File: src/hdl/mstw_ram.sv
// ----------------------------------------------------------------------------
// mstw_ram
// Generic single-write, single-read RAM with a registered read port.
// ----------------------------------------------------------------------------
module mstw_ram #(
  parameter int WIDTH = 8,
  parameter int DEPTH = 16
) (
  input  logic                     clk,
  input  logic                     we,
  input  logic [$clog2(DEPTH)-1:0] waddr,
  input  logic [WIDTH-1:0]         wdata,
  input  logic [$clog2(DEPTH)-1:0] raddr,
  output logic [WIDTH-1:0]         rdata
);

  logic [WIDTH-1:0] mem [DEPTH];

  // Write and registered read.
  always_ff @(posedge clk) begin
    if (we) begin
      mem[waddr] <= wdata;
    end
    rdata <= mem[raddr];
  end

endmodule

File: config.mk
export PLATFORM = sky130hd
export DESIGN_NAME = mstw_ram
export DESIGN_NICKNAME = d
export VERILOG_FILES = /design/src/hdl/mstw_ram.sv
export SDC_FILE = /design/constraint.sdc
export NUM_CORES = 1
export LEC_CHECK = 0
export ABC_CLOCK_PERIOD_IN_PS = 4050
export BUFFER_PORTS_ARGS = -buffer_cell sky130_fd_sc_hd__buf_4
export CORE_UTILIZATION = 55
export CTS_CLUSTER_SIZE = 12
export DETAILED_ROUTE_END_ITERATION = 7
export GPL_TIMING_DRIVEN = 0
export HOLD_SLACK_MARGIN = 0.03
export MAX_ROUTING_LAYER = met4
export PLACE_DENSITY_LB_ADDON = 0.15
export SYNTH_ARGS = -nofsm -noshare
export SYNTH_HDL_FRONTEND = slang
export SYNTH_SLANG_ARGS = --single-unit
File: constraint.sdc
create_clock -name clk -period 4.05 [get_ports clk]
set_input_delay 0.405 -clock clk [delete_from_list [all_inputs] [get_ports clk]]
set_output_delay 0.405 -clock clk [all_outputs]
set_load 0.05 [all_outputs]
### Yosys cells after proc, flatten, opt, wreduce, memory -nomap -nowiden

Memory sizes are Yosys's and may differ from the RTL's. A register that Yosys moved wholly into a read port is not among the register bits.
Index checks and enable logic that the tools add are counted.

* bits in latches: 0
* register bits: 0
* ROM bits: 0
* memories kept: 1
* memory bits (writable): 128
* output and inout port bits: 8
* input bits: 18
* logic and storage cells: 3

Memory list
* mem: depth 16, width 8, read ports 1, clocked after memory_dff 1, write ports 1, RTL line 17 `logic [WIDTH-1:0] mem [DEPTH];`

* multiplexer cells: 2
* reductions and logical operators: 0
* multiply operators: 0
* add/subtract/negate cells: 0
* equal/unequal tests: 0
* shift-type cells: 0
* divide/modulo/power cells: 0
* magnitude comparators: 0
* bitwise gates (word level): 0

Operator list (number)
* 1-bit two-way mux: 2

### Depth between registers and ports, before layout

* depth after elaboration: 2
* gate-level depth with buffers: 5
* mapped depth without buffers: 3

### Least setup slack after synthesis

No wires, ideal clock.

* kind: in2reg
* from: input port waddr[2]
* to: memory mem[0][0], enable pin
* stages on the path: 2
* setup time: 0.383 ns
* setup slack: 2.152 ns
* path buffers: 0
* data arrival time: 1.515 ns
* required time: 3.667 ns
* cells stage by stage: or3b_2 -> nor3_1

RTL lines
* start, declared: RTL line 11 `input logic [$clog2(DEPTH)-1:0] waddr,`
* end, declared: RTL line 17

No word-level cell before the write port.

### Worst setup path in the final report

* from: input port waddr[2]
* to: memory mem[0][3], enable pin

No word-level cell before the write port.

==> flow_summary.toml <==
[timing]
finalCritPeriodShare_pct = 47.1
finalSetupTns_ps = 0
rsz0062_at_grt = "no"
slew_headroom_pct = 10.3
clock_skew_ps = 7.21
min_period_ps = 1910
hold_violations = 0
finalWorstSetupSlack_ps = 2140
setup_viol = 0
tightest_slew_ps = 1340
slew_viol_final = 0
fmax_ghz = 0.524

[worst_setup_path]
critPathLaunchType = "primary input"
critical_path.max_fanout = 8
end_kind = "flip-flop"
critPathRequiredTime_ps = 4160
crit_arrival_ps = 2020
path_class = "primary input to flip-flop"

[yosys]
synth-simple-area-share_pct = 3.18
synth_seq_cells = 136
synth_xor_area_share_pct = 0
synthMuxAreaShare_pct = 15.0
synthTopCellsByArea = "edfxtp_1, mux4_2, mux4_1"
netlist-cell-type-count = 19
synth_cells = 229
yosysTopAreaCell = "edfxtp_1"
yosys_warnings = 0
synth_top_family_by_area = "multiplexers"
synthAdderAreaFrac_pct = 0
syn_avg_cell_area_um2 = 22.5
synth_compound_area_share_pct = 2.33
seq_area_frac_synth_pct = 77.8
synth_nets = 247
yosys.area.top_type_share_pct = 74.7
syn_area_um2 = 5150

[pwr]
p_leak_nw = 2.06
swShare_pct = 20.1
power_frac_clock_pct = 47.2
vdd_drop_max_uv = 288
p_per_area_nw_per_um2 = 552
combPwrFrac_pct = 5.7
pwr-share-seq_pct = 47.1
internal_power_mw = 2.68
p_sw_uw = 674
p_total_mw = 3.35

[floorplan]
rows = 34
design.core.area_um2 = 8890
die_x_um = 98.7
num_io_pins = 26
dieHeight_um = 98.7
dieArea_um2 = 9750
start_util_pct = 57.9

[clocking]
cts_setup_buffers = 0
cts_buffers = 17
clockRootBuffer = "clkbuf_8"
cts_buffer_depth = 2
clock_latency_ps = 510
cts_tree = "done"
cts-hold-fix-buffers = 0
clk_pin_slew_ps = 60
cts.sinks = 136
cts-htree-levels = 4
ctsResizeCount = 0

[min_path]
hp-class = "primary input to flip-flop"

[placed_design]
post-dp-hpwl_um = 5730
io_buffers = 24
dp.cells = 361
place_area_um2 = 5460
gp_congestion = 0.708
post-place-ws_ps = 1610

[routing]
dr_total_vias = 2433
drtIter0Drc = 231
via_per_inst = 6.19
dr.pass1.iters = 5
wl_um = 9680
wire_per_inst_um = 24.6
ant_nets = 0
drc_errors = 0

[final_layout]
fill_cells = 547
stdcell_count = 393
area_growth_pct = 18.2
finalNetCount = 290
num_antenna_cells = 0
fin_area_um2 = 6080
layout_common_cells = "edfxtp_1, buf_4, mux4_2"
drive_gt1_share_pct = 29.1
final_common_cell = "edfxtp_1"

[grt]
grt.overflow.total = 0
grt_use_total_pct = 22.5
grt_start_max_net_pins = 17
grt_pass1_wl_um = 14200
antenna_found_initial = 0
grt_pass1_vias = 2428

[job]
maxCapViolCount = 0

[outcome]
outcome = "finished clean"
==> state kept, by name (all words and copies together), names as in the netlist <==
| name | count |
|---|---|
| mem | 128 |
| rdata | 8 |
==> power groups by stage <==
stage | Clock, mW | Sequential (mW) | Combinational, mW
6_report | 1.58 | 1.58 | 0.190
3_5_place_dp | 0 | 1.61 | 0.190
3_3_place_gp | 0 | 1.61 | 0.187
4_1_cts | 1.60 | 1.58 | 0.192
2_1_floorplan | 0 | 1.64 | 0.0799
5_1_grt | 1.66 | 1.58 | 0.202
==> Yosys cell counts (all sizes together) <==
cell type and n:
edfxtp 128, mux4 32, a22oi 16, nor2 13
nand2 9, dfxtp 8, buf 7, nor3 4
clkdlybuf4s25 3, nand2b 2, nand3b 2, and2 1
and2b 1, nand3 1, nor2b 1, or3b 1
==> metal layers <==
| layer | GRT usage [%] | vias to the layer above | wire (µm) |
|---|---|---|---|
| met5 | - | - | 0 |
| met4 | 7.23 | 0 | 136 |
| li1 | - | 1061 | - |
| met3 | 6.60 | 11 | 646 |
| met1 | 29.9 | 1252 | 4170 |
| met2 | 33.9 | 109 | 4730 |
==> per-stage QoR <==
step | hold WS [ps] | utilization (%)
floorplan | 504 | -
global placement | 656 | 61.4
detailed placement | 677 | 61.4
CTS | 199 | 68.4
global route | 210 | 68.4
finish | 221 | 68.4
==> path summary, 6_finish.rpt <==
kind                                 start         to  slack, ps  cells past startpoint
worst min-delay path              wdata[6]  mem[6][6]        220                      1
worst min register to register  mem[11][1]   rdata[1]        690                      3
worst max-delay path              waddr[2]  mem[0][3]       2140                      3
worst max register to register  mem[12][4]   rdata[4]       2650                      3
==> cell type report <==
| class | instances | area, µm² | share of cell area (%) |
|---|---|---|---|
| multi-input combinational | 83 | 1060 | 17.4 |
| timing repair buffer | 24 | 180 | 2.96 |
| buffer | 10 | 86.3 | 1.42 |
| tap | 108 | 135 | 2.22 |
| clock inverter | 11 | 171 | 2.82 |
| sequential | 136 | 4000 | 65.8 |
| clock buffer | 21 | 449 | 7.38 |
==> cell families after synthesis <==
group	count (synthesis)
AOI/OAI and AO/OA	16
buffers and inverters	10
DFF	136
muxes	32
and+or+nand+nor	35
==> worst max-delay path, cell delays in order <==
cell	delay, ps
buf_4	120
or3b_2	530
nor3_1	960
(Power assumes the default switching activity.)
