$ cat src/hdl/mstw_pkg.sv
// ----------------------------------------------------------------------------
// mstw_pkg
// Shared types and constants for the minimum spanning tree weight block.
// ----------------------------------------------------------------------------
package mstw_pkg;

  // Graph limits and field widths that stay fixed.
  localparam int MAX_VERTICES = 32;
  localparam int VIDX_W       = $clog2(MAX_VERTICES);
  localparam int VCNT_W       = 6;
  localparam int WEIGHT_BITS  = 16;
  localparam int TOTAL_W      = 21;
  localparam int TREE_W       = 5;
  localparam int STATUS_W     = 2;

  // Status codes reported with the result.
  localparam logic [STATUS_W-1:0] ST_OK         = 2'd0;
  localparam logic [STATUS_W-1:0] ST_OVERFLOW   = 2'd1;
  localparam logic [STATUS_W-1:0] ST_BAD_VERTEX = 2'd2;

  // Bit positions in the error flags.
  localparam int ERR_OVF = 0;
  localparam int ERR_VTX = 1;

  // Command from the sequencer to the union-find unit.
  typedef struct packed {
    logic              init;
    logic              unite;
    logic [VIDX_W-1:0] a;
    logic [VIDX_W-1:0] b;
  } uf_cmd_t;

  // Response from the union-find unit.
  typedef struct packed {
    logic done;
    logic merged;
  } uf_rsp_t;

endpackage

$ cat src/hdl/mstw_ram.sv
// ----------------------------------------------------------------------------
// mstw_ram
// Generic single-write, single-read RAM with a registered read port.
// ----------------------------------------------------------------------------
module mstw_ram #(
  parameter int WIDTH = 8,
  parameter int DEPTH = 16
) (
  input  logic                     clk,
  input  logic                     we,
  input  logic [$clog2(DEPTH)-1:0] waddr,
  input  logic [WIDTH-1:0]         wdata,
  input  logic [$clog2(DEPTH)-1:0] raddr,
  output logic [WIDTH-1:0]         rdata
);

  logic [WIDTH-1:0] mem [DEPTH];

  // Write and registered read.
  always_ff @(posedge clk) begin
    if (we) begin
      mem[waddr] <= wdata;
    end
    rdata <= mem[raddr];
  end

endmodule

$ cat src/hdl/mstw_uf.sv
// ----------------------------------------------------------------------------
// mstw_uf
// Union-find unit: parent table in RAM, identity sweep, root search and join.
// ----------------------------------------------------------------------------
module mstw_uf (
  input  logic             clk,
  input  logic             rst,
  input  mstw_pkg::uf_cmd_t cmd,
  output mstw_pkg::uf_rsp_t rsp
);
  import mstw_pkg::*;

  typedef enum logic [3:0] {
    U_IDLE, U_INIT, U_FA_RD, U_FA_CK, U_FB_RD, U_FB_CK, U_W0, U_W1, U_W2, U_W3
  } uf_state_t;

  localparam logic [VIDX_W-1:0] LAST_V = VIDX_W'(MAX_VERTICES - 1);

  uf_state_t         state;
  logic [VIDX_W-1:0] cnt;
  logic [VIDX_W-1:0] v;
  logic [VIDX_W-1:0] ea;
  logic [VIDX_W-1:0] eb;
  logic [VIDX_W-1:0] ra;
  logic [VIDX_W-1:0] rb;
  logic [VIDX_W-1:0] m;
  logic              done;
  logic              merged;
  logic              we;
  logic [VIDX_W-1:0] waddr;
  logic [VIDX_W-1:0] wdata;
  logic [VIDX_W-1:0] rdata;

  // Parent table.
  mstw_ram #(.WIDTH(VIDX_W), .DEPTH(MAX_VERTICES)) u_parent (
    .clk   (clk),
    .we    (we),
    .waddr (waddr),
    .wdata (wdata),
    .raddr (v),
    .rdata (rdata)
  );

  // Both endpoints and both roots point at the smaller root.
  assign m = (ra < rb) ? ra : rb;

  // Write port selection.
  always_comb begin
    we    = 1'b1;
    waddr = m;
    wdata = m;
    unique case (state)
      U_INIT: begin
        waddr = cnt;
        wdata = cnt;
      end
      U_W0:    waddr = ea;
      U_W1:    waddr = eb;
      U_W2:    waddr = ra;
      U_W3:    waddr = rb;
      default: we = 1'b0;
    endcase
  end

  // Sequencer.
  always_ff @(posedge clk) begin
    if (rst) begin
      state  <= U_IDLE;
      done   <= 1'b0;
      merged <= 1'b0;
    end else begin
      done <= 1'b0;
      unique case (state)
        U_IDLE: begin
          if (cmd.init) begin
            cnt   <= '0;
            state <= U_INIT;
          end else if (cmd.unite) begin
            ea    <= cmd.a;
            eb    <= cmd.b;
            v     <= cmd.a;
            state <= U_FA_RD;
          end
        end
        U_INIT: begin
          cnt <= cnt + 1'b1;
          if (cnt == LAST_V) begin
            done  <= 1'b1;
            state <= U_IDLE;
          end
        end
        U_FA_RD: state <= U_FA_CK;
        U_FA_CK: begin
          if (rdata == v) begin
            ra    <= v;
            v     <= eb;
            state <= U_FB_RD;
          end else begin
            v     <= rdata;
            state <= U_FA_RD;
          end
        end
        U_FB_RD: state <= U_FB_CK;
        U_FB_CK: begin
          if (rdata == v) begin
            rb    <= v;
            state <= U_W0;
          end else begin
            v     <= rdata;
            state <= U_FB_RD;
          end
        end
        U_W0: state <= U_W1;
        U_W1: state <= U_W2;
        U_W2: state <= U_W3;
        U_W3: begin
          done   <= 1'b1;
          merged <= (ra != rb);
          state  <= U_IDLE;
        end
        default: state <= U_IDLE;
      endcase
    end
  end

  assign rsp.done   = done;
  assign rsp.merged = merged;

endmodule
$ cat config.mk
export PLATFORM = sky130hd
export DESIGN_NAME = mstw_uf
export DESIGN_NICKNAME = d
export VERILOG_FILES = /design/src/hdl/mstw_pkg.sv /design/src/hdl/mstw_ram.sv /design/src/hdl/mstw_uf.sv
export SDC_FILE = /design/constraint.sdc
export NUM_CORES = 1
export LEC_CHECK = 0
export BUFFER_PORTS_ARGS = -buffer_cell sky130_fd_sc_hd__buf_4
export CORE_ASPECT_RATIO = 0.9
export CORE_MARGIN = 2
export CORE_UTILIZATION = 62
export DETAILED_ROUTE_END_ITERATION = 7
export PLACE_DENSITY = 0.87
export SLEW_MARGIN = 20
export SYNTH_ARGS = -nofsm -noshare
export SYNTH_HDL_FRONTEND = slang
export SYNTH_SLANG_ARGS = --single-unit
$ cat constraint.sdc
create_clock -name clk -period 3.5 [get_ports clk]
set_input_delay 0.35 -clock clk [delete_from_list [all_inputs] [get_ports clk]]
set_output_delay 0.35 -clock clk [all_outputs]
set_load 0.02 [all_outputs]
[Yosys cells after proc, flatten, opt, wreduce, memory -nomap -nowiden]
Memory sizes are Yosys's and may differ from the RTL's. A register that Yosys moved wholly into a read port is not among the register bits.
Cells that the tools add are included.
Cells by class
  $add $sub $neg: 1
  $lt $le $gt $ge: 1
  eq/ne operators: 18
  multiplexer cells: 21
  bitwise logic cells: 2
  reductions and logical operators: 10
Operators by type and width (count)
  $pmux 4 s9: 1
  $mux 5: 7
  $pmux 5 s5: 1
  $eq 4x3->1 const B: 4
  $pmux 5 s3: 1
  $mux 4: 3
  $ne 2x2->1 const B: 5
  $pmux 5 s2: 1
  $reduce_and 3->1: 3
  $eq 4x2->1 const B: 2
  $eq 4x4->1 const B: 2
  $add 5x1->5 const B: 1
  $eq 5x5->1: 1
  $eq 5x5->1 const B: 1
  $lt 5x5->1: 1
  $ne 5x5->1: 1
  $reduce_and 5->1: 1
  $reduce_or 5->1: 1
  $eq 4x1->1 const B: 1
  $logic_not 4->1: 1
  $mux 1: 4
  $reduce_and 4->1: 1
  $mux 3: 1
  $ne 3x3->1 const B: 1
  6 further kinds: 7
Storage, ports and cells
  register bits after elaboration: 36
  bits in writable memories: 160
  bits of input ports: 14
  logic and storage cells: 63
  memories: 1
Memory list
  u_parent.mem: depth 32, width 5, read ports 1, clocked after memory_dff 1, write ports 1, line mstw_ram.sv:17  | logic [WIDTH-1:0] mem [DEPTH];

[Logic depth before layout (Yosys ltp)]
Gate-level depths: netlist of run 1.
  depth in word-level cells: 5
  depth in mapped cells: 9

[By module]
From an unflattened synthesis of run 1, not the netlist that was laid out.
Unflattened totals
  cell total of the unflattened synthesis: 487
  area, all modules: 8430.6 um2
By module, submodules not included
  mstw_ram: instances 1, cells each 277, area an instance 6344.8 um2, sequential area each 4904.7 um2
  mstw_uf: instances 1, cells each 210, area an instance 2085.8 um2, sequential area each 1021.0 um2

[Worst setup path before layout of run 1]
No wires, ideal clock.
  kind: flip-flop to flip-flop
  start: register ra[1]
  end: memory u_parent.mem[0][4] (netlist bit), data pin
  setup time: 398 ps
  arrival time: 2638 ps
  required time: 3102 ps
  path slack: 465 ps
  stages on the path, launching flop included: 8
  period minus slack after synthesis: 3035 ps
  path through: edfxtp_1 -> ha_1 -> nor2b_1 -> o21ai_1 -> and2_1 -> buf_2 -> nand2_1 -> a31oi_1
On the way
  word-level cells in the longest chain between the ends: 3
RTL lines
  start: declaration: line mstw_uf.sv:24  | logic [VIDX_W-1:0] ra;
  start signal: assignment: line mstw_uf.sv:95  | ra <= v;
  $lt 5x5->1: line mstw_uf.sv:45  | assign m = (ra < rb) ? ra : rb;
  $mux 5: line mstw_uf.sv:45
  $mux 5: line mstw_uf.sv:52  | unique case (state)
  named net u_parent.wdata[4]: line mstw_ram.sv:12  | input logic [WIDTH-1:0] wdata,
  end: declaration: line mstw_ram.sv:17
The timed path passes the listed nets, and every way through them passes these cells.

[Final worst setup path of run 1]
  start: register ra[3]
  end: memory u_parent.mem[22][0] (netlist bit) (enable)
On the way
  word-level cells in the longest chain between the ends: 3
RTL lines (line)
  $lt 5x5->1: mstw_uf.sv:45
  $mux 5: mstw_uf.sv:45
  $pmux 5 s5 (*): mstw_uf.sv:52
Mark *: on every way between the ends. The rest lies on a longest branch, timed or not.

==> results of run 1 <==
[sequential cells by signal, indices dropped and copies added (netlist names)]
name	count
cnt	5
eb	5
ea	5
v	5
state	4
u_parent.mem	160
done	1
u_parent.rdata	5
ra	5
rb	5
merged	1
[worst reg2reg max path, cell delays in order, from the launching register on]
cell	delay, ns
edfxtp_1	0.45
ha_1	0.35
a21o_1	0.17
a21oi_2	0.32
and2_1	0.48
o211ai_2	0.46
nor3_1	0.78
[cell families after synthesis]
group,after synthesis,share of synthesized area
adder cells (fa/ha/maj),7,0.01006
multiplexers,62,0.1290
AND/OR/NAND/NOR,112,0.08640
XOR/XNOR,7,0.007044
flip-flops,201,0.6809
buffers and inverters,41,0.02458
AO/OA/AOI/OAI,68,0.06210
[report_power, final]
group	internal (mW)	total (mW)	switching, mW
registers	2.74	2.78	0.0444
clock network	1.32	2.20	0.880
logic	0.162	0.467	0.305
[per-layer routing]
layer | global-route usage | wire length [um]
met1 | 0.3802 | 7484
met3 | 0.04993 | 1658
met5 | 0 | 0
met4 | 0.07391 | 465
met2 | 0.4208 | 9113
[how the worst max path moves through the flow]
stage,from,to,slack [ns],cells after the start
6_report,ra[3],u_parent.mem[22][0],0.12,6
5_1_grt,ra[3],u_parent.mem[11][1],0.01,6
4_1_cts,ra[3],u_parent.mem[11][1],0.19,6
3_5_place_dp,ra[3],u_parent.mem[11][1],0.22,6
3_3_place_gp,ra[3],u_parent.mem[11][4],0.50,6
2_1_floorplan,ra[1],u_parent.mem[0][4],0.46,7
[final cells by class]
class,instances,share of cell area
sequential,201,0.6077
multi-input combinational,256,0.2651
clock buffer,25,0.05543
timing repair buffer,44,0.03388
tap,172,0.02207
clock inverter,11,0.01347
inverter,6,0.002310
[Yosys cell counts, drive strengths merged (2+ instances only)]
cell type	count
nand2b	3
xnor2	6
o211ai	2
o21ai	4
nor2b	6
a31oi	6
mux2i	21
a221o	5
a21boi	2
mux4	40
buf	21
and3	6
nand3	6
a21oi	17
nor4b	9
o211a	4
a211oi	2
inv	6
nand4	4
nand4b	3
edfxtp	190
a21o	3
nor2	18
a22o	5
nor4	12
and4b	2
ha	7
a32oi	3
a221oi	8
nor3	19
nand2	8
and2	7
or2	3
clkbuf	14
dfxtp	11
==> reports/metrics.cfg, run 1 <==
[cells_and_area]
layout.cells.non_filler = 715
fillers = 815
final_common_cell = edfxtp_1
final_util = 0.7040
design_area_mm2 = 0.009751
drive_above_1_share = 0.2707
regArea_mm2 = 0.005926
syn2layout_area_growth_pct = 12.03
multiInputGateArea_mm2 = 0.002585
fin_nets = 551
final_cell_mix = edfxtp_1 (190), buf_4 (44), mux4_2 (40)
antennaDiodeCount = 0

[setup_path]
critical-path-top-delay-family = simple AND/OR/NAND/NOR gates
rr_endpoint = u_parent.mem[22][0]
crit_chain = ha_1 > a21o_1 > a21oi_2 > and2_1 > o211ai_2 > nor3_1
crit_fanout = 16
endpoint_kind = flip-flop
cp.arrival_ns = 3.49
slowest_delay_ns = 0.77
reg2reg_slack_ns = 0.12
path_class = flip-flop to flip-flop
cp-start-kind = flip-flop
cp_num_buf_inv = 0
cp.required_ns = 3.62
r2r_cells = 6
crit_slowest_cell = nor3_1
r2r-start = ra[3]

[power_and_ir_drop]
pwr_density_cell_mw_per_mm2 = 558.7
max-vdd-ir-drop_v = 0.0004440
p_total_mw = 5.447
leakage_nw = 3.228

[timing]
clock_skew_ns = 0.01068
fin_crit_ns = 3.377
final_hold_viol_count = 0
grt_setup_unrepaired = no
max_freq_ghz = 0.2961
fin_crit_sh = 0.9648
worst_slack_ns = 0.1232
max_slew_margin = 0.3833
setup_viol = 0
drv_slew = 0
holdWs_ns = 0.03905
tns_ns = 0
worstMarginPinSlew_ns = 0.9166

[yosys]
yosysSeqAreaShare = 0.6809
synth_nets = 519
synth_edf_count = 190
synth.distinct_cells = 61
synth.largest_area_cell = edfxtp_1
syn_avg_cell_area_um2 = 17.48
synthArstFlopShare = 0
ys_top_cells_by_area = edfxtp_1 (66%), mux4_2 (10%), dfxtp_1 (2.5%)
syn_area_mm2 = 0.008703
synth-seq-cells = 201
synth_ff_type = edfxtp_1
postSynthCellCount = 498
ys_warn_count = 0
synth.top_cell.area_share = 0.6555

[routing]
first_pass_iters = 5
postRouteAntennaNets = 0
drc_errors = 0
vias = 4974
post_drt_wl_per_cell_um = 26.18
routed_wl_um = 18720
via_per_inst = 6.957
drtIter0Drc = 761

[hold_path]
hold_depth = 1
min_from = cmd[2]
min_path_type = primary input to flip-flop
hold_end = eb[2]

[clock_network]
hold_buffers = 0
path_clk_slew_ns = 0.07
cts_tree = done
cts.htree.levels = 1
worstSkewPairLatency_ns = 0.49
cts_sinks = 201
clk_path_buf_depth = 3
cts_made_buffers = 21
cts_resized = 0
cts-root-buf = clkbuf_16
post_cts_buffers = 0

[die]
die_w_um = 128.9
rows = 41
fp.dieH_um = 116.4
dieArea_mm2 = 0.01500
start_util = 0.6284
core_area_mm2 = 0.01385
ios = 16

[global_routing]
grt_use_total = 0.2629
grt_pass1_vias = 5047
grt_pass1_wl_um = 29550
antenna_found_initial = 0
grt.overflow.total = 0
grt_max_degree = 43

[place]
place_congestion = 0.9391
dp_slack_ns = 0.2192
dp.cells = 679
placed_area_mm2 = 0.009079
portBuffers = 15
dp_hpwl_um = 11860

[job]
cap_violations = 0

[run_status]
status = complete, no violations

Power figures use the tool's default switching activity.
==> inputs of run 2 (changes only) <==
- ABC_AREA: unset -> 1
==> reports/metrics.cfg, run 2 <==
[place]
dp_slack_ns = 0.8619
portBuffers = 15
dp_hpwl_um = 12300
place_congestion = 0.9492

[global_routing]
grt.overflow.total = 0
grt_pass1_vias = 5893
grt_pass1_wl_um = 30560
antenna_found_initial = 0
grt_max_degree = 49
grt_use_total = 0.2589

[routing]
first_pass_iters = 6
drtIter0Drc = 847
drc_errors = 0
post_drt_wl_per_cell_um = 18.21
vias = 6292
postRouteAntennaNets = 0
routed_wl_um = 19490
via_per_inst = 5.880

[timing]
max_freq_ghz = 0.3740
setup_viol = 0
fin_crit_sh = 0.7639
grt_setup_unrepaired = no
fin_crit_ns = 2.673
tns_ns = 0
max_slew_margin = 0.2992
worst_slack_ns = 0.8265
worstMarginPinSlew_ns = 1.042
drv_slew = 0
clock_skew_ns = 0.009844
final_hold_viol_count = 0

[die]
ios = 16
rows = 41
die_w_um = 130.2
core_area_mm2 = 0.01400
fp.dieH_um = 117.6
start_util = 0.6344
dieArea_mm2 = 0.01531

[setup_path]
cp_num_buf_inv = 0
slowest_delay_ns = 0.43
path_class = flip-flop to flip-flop
critical-path-top-delay-family = simple AND/OR/NAND/NOR gates
cp.arrival_ns = 2.80
crit_fanout = 9
endpoint_kind = flip-flop
crit_slowest_cell = edfxtp_1
crit_chain = ha_1 > nand2_1 > nor2_1 > nand2_1 > nand3_2 > nand2_1 > nand2_1 > nand2_1 > nand2_2 > nand3_2 > nor2_1
cp.required_ns = 3.63
cp-start-kind = flip-flop
crit_top_cell = nand2_1

[cells_and_area]
final_cell_mix = nand2_1 (257), edfxtp_1 (190), nand3_1 (123)
antennaDiodeCount = 0
fin_nets = 885
drive_above_1_share = 0.1083
final_util = 0.7021
syn2layout_area_growth_pct = 10.67
largest_reg_flops = 160
final_common_cell = nand2_1
regMostFlops = u_parent.mem
fillers = 954

[yosys]
synthTopCellsByCount = nand2_1 (257), edfxtp_1 (190), nand3_1 (123)
yosysSeqAreaShare = 0.6669
synth.distinct_cells = 33
syn_avg_cell_area_um2 = 10.46
ys_warn_count = 0
synth-seq-cells = 201
yosysMostFrequentCell = nand2_1
synth_ff_type = edfxtp_1
ys_top_cells_by_area = edfxtp_1 (64%), nand2_1 (11%), nand3_1 (6.9%)
synth.top_cell.area_share = 0.6422
synth_edf_count = 190
synth.largest_area_cell = edfxtp_1
syn_area_mm2 = 0.008885
synthArstFlopShare = 0
synth_nets = 870
postSynthCellCount = 849

[power_and_ir_drop]
power_frac_seq = 0.521
p_int_mw = 4.083
max-vdd-ir-drop_v = 0.0004840
switching_power_mw = 1.313
pwr_density_cell_mw_per_mm2 = 548.7
p_clk_frac = 0.371
leakage_nw = 3.741
swShare = 0.2433
pwr-share-comb = 0.109

[clock_network]
post_cts_buffers = 0
cts_made_buffers = 20
clk_path_buf_depth = 3
hold_buffers = 0
cts_tree = done
cts.htree.levels = 1
worstSkewPairLatency_ns = 0.49
path_clk_slew_ns = 0.06
cts_resized = 0
cts-root-buf = clkbuf_16
cts_sinks = 201

[job]
cap_violations = 0

[run_status]
status = complete, no violations

[hold_path]
min_path_type = primary input to flip-flop

## run 2: layout make-up
class / instances / area [um^2] / area share
tap: 193 / 241.5 / 0.02456
inverter: 40 / 150.1 / 0.01527
clock inverter: 12 / 82.58 / 0.008398
clock buffer: 23 / 533.0 / 0.05421
multi-input combinational: 572 / 2670 / 0.2715
sequential: 201 / 5926 / 0.6026
timing repair buffer: 29 / 230.2 / 0.02341
## run 2: per-stage QoR
stage               hold WS, ns  power, mW  cells  area [um^2]
detailed placement       0.5295      3.432   1035         9218
floorplan                0.4393      3.224    849         8885
CTS                     0.03449      5.400   1070         9833
global placement         0.5231      3.418   1035         9218
global route            0.03395      5.552   1070         9833
finish                  0.04571      5.396   1070         9833
## run 2: final timing paths
check,from,endpoint,slack [ns],depth (start not counted)
setup / recovery,ra[4],u_parent.mem[16][1],0.83,11
hold / removal,cmd[1],eb[1],0.05,1
setup reg to reg,ra[4],u_parent.mem[16][1],0.83,11
hold reg to reg,merged,merged,0.55,2
## run 2: worst register-to-register path: stages (launching register included)
cell	delay (ns)
edfxtp_1	0.43
ha_1	0.35
nand2_1	0.08
nor2_1	0.13
nand2_1	0.15
nand3_2	0.19
nand2_1	0.09
nand2_1	0.11
nand2_1	0.09
nand2_2	0.13
nand3_2	0.16
nor2_1	0.41
## run 2: logic make-up after synthesis
kind of cell	after synthesis	synth area share
AO/OA/AOI/OAI	59	0.03662
adder cells (fa/ha/maj)	7	0.009857
XOR/XNOR	5	0.004929
flip-flops	201	0.6669
AND/OR/NAND/NOR	501	0.2479
buffers and inverters	76	0.03380
## run 2: power groups by stage
stage / registers (mW) / clock network [mW] / logic (mW)
final: 2.81 / 2.00 / 0.587
after global routing: 2.81 / 2.10 / 0.641
after CTS: 2.81 / 2.01 / 0.578
after detailed placement: 2.86 / 0 / 0.573
after global placement: 2.86 / 0 / 0.560
after floorplan: 2.85 / 0 / 0.372
## run 2: layer usage
layer  global-route usage  routed length, um  part of all wire
met1               0.3740               7773              0.40
met2               0.4041               9183              0.47
met3              0.05727               2094              0.11
met4              0.06720                434             0.022
met5                    0                  0                 0
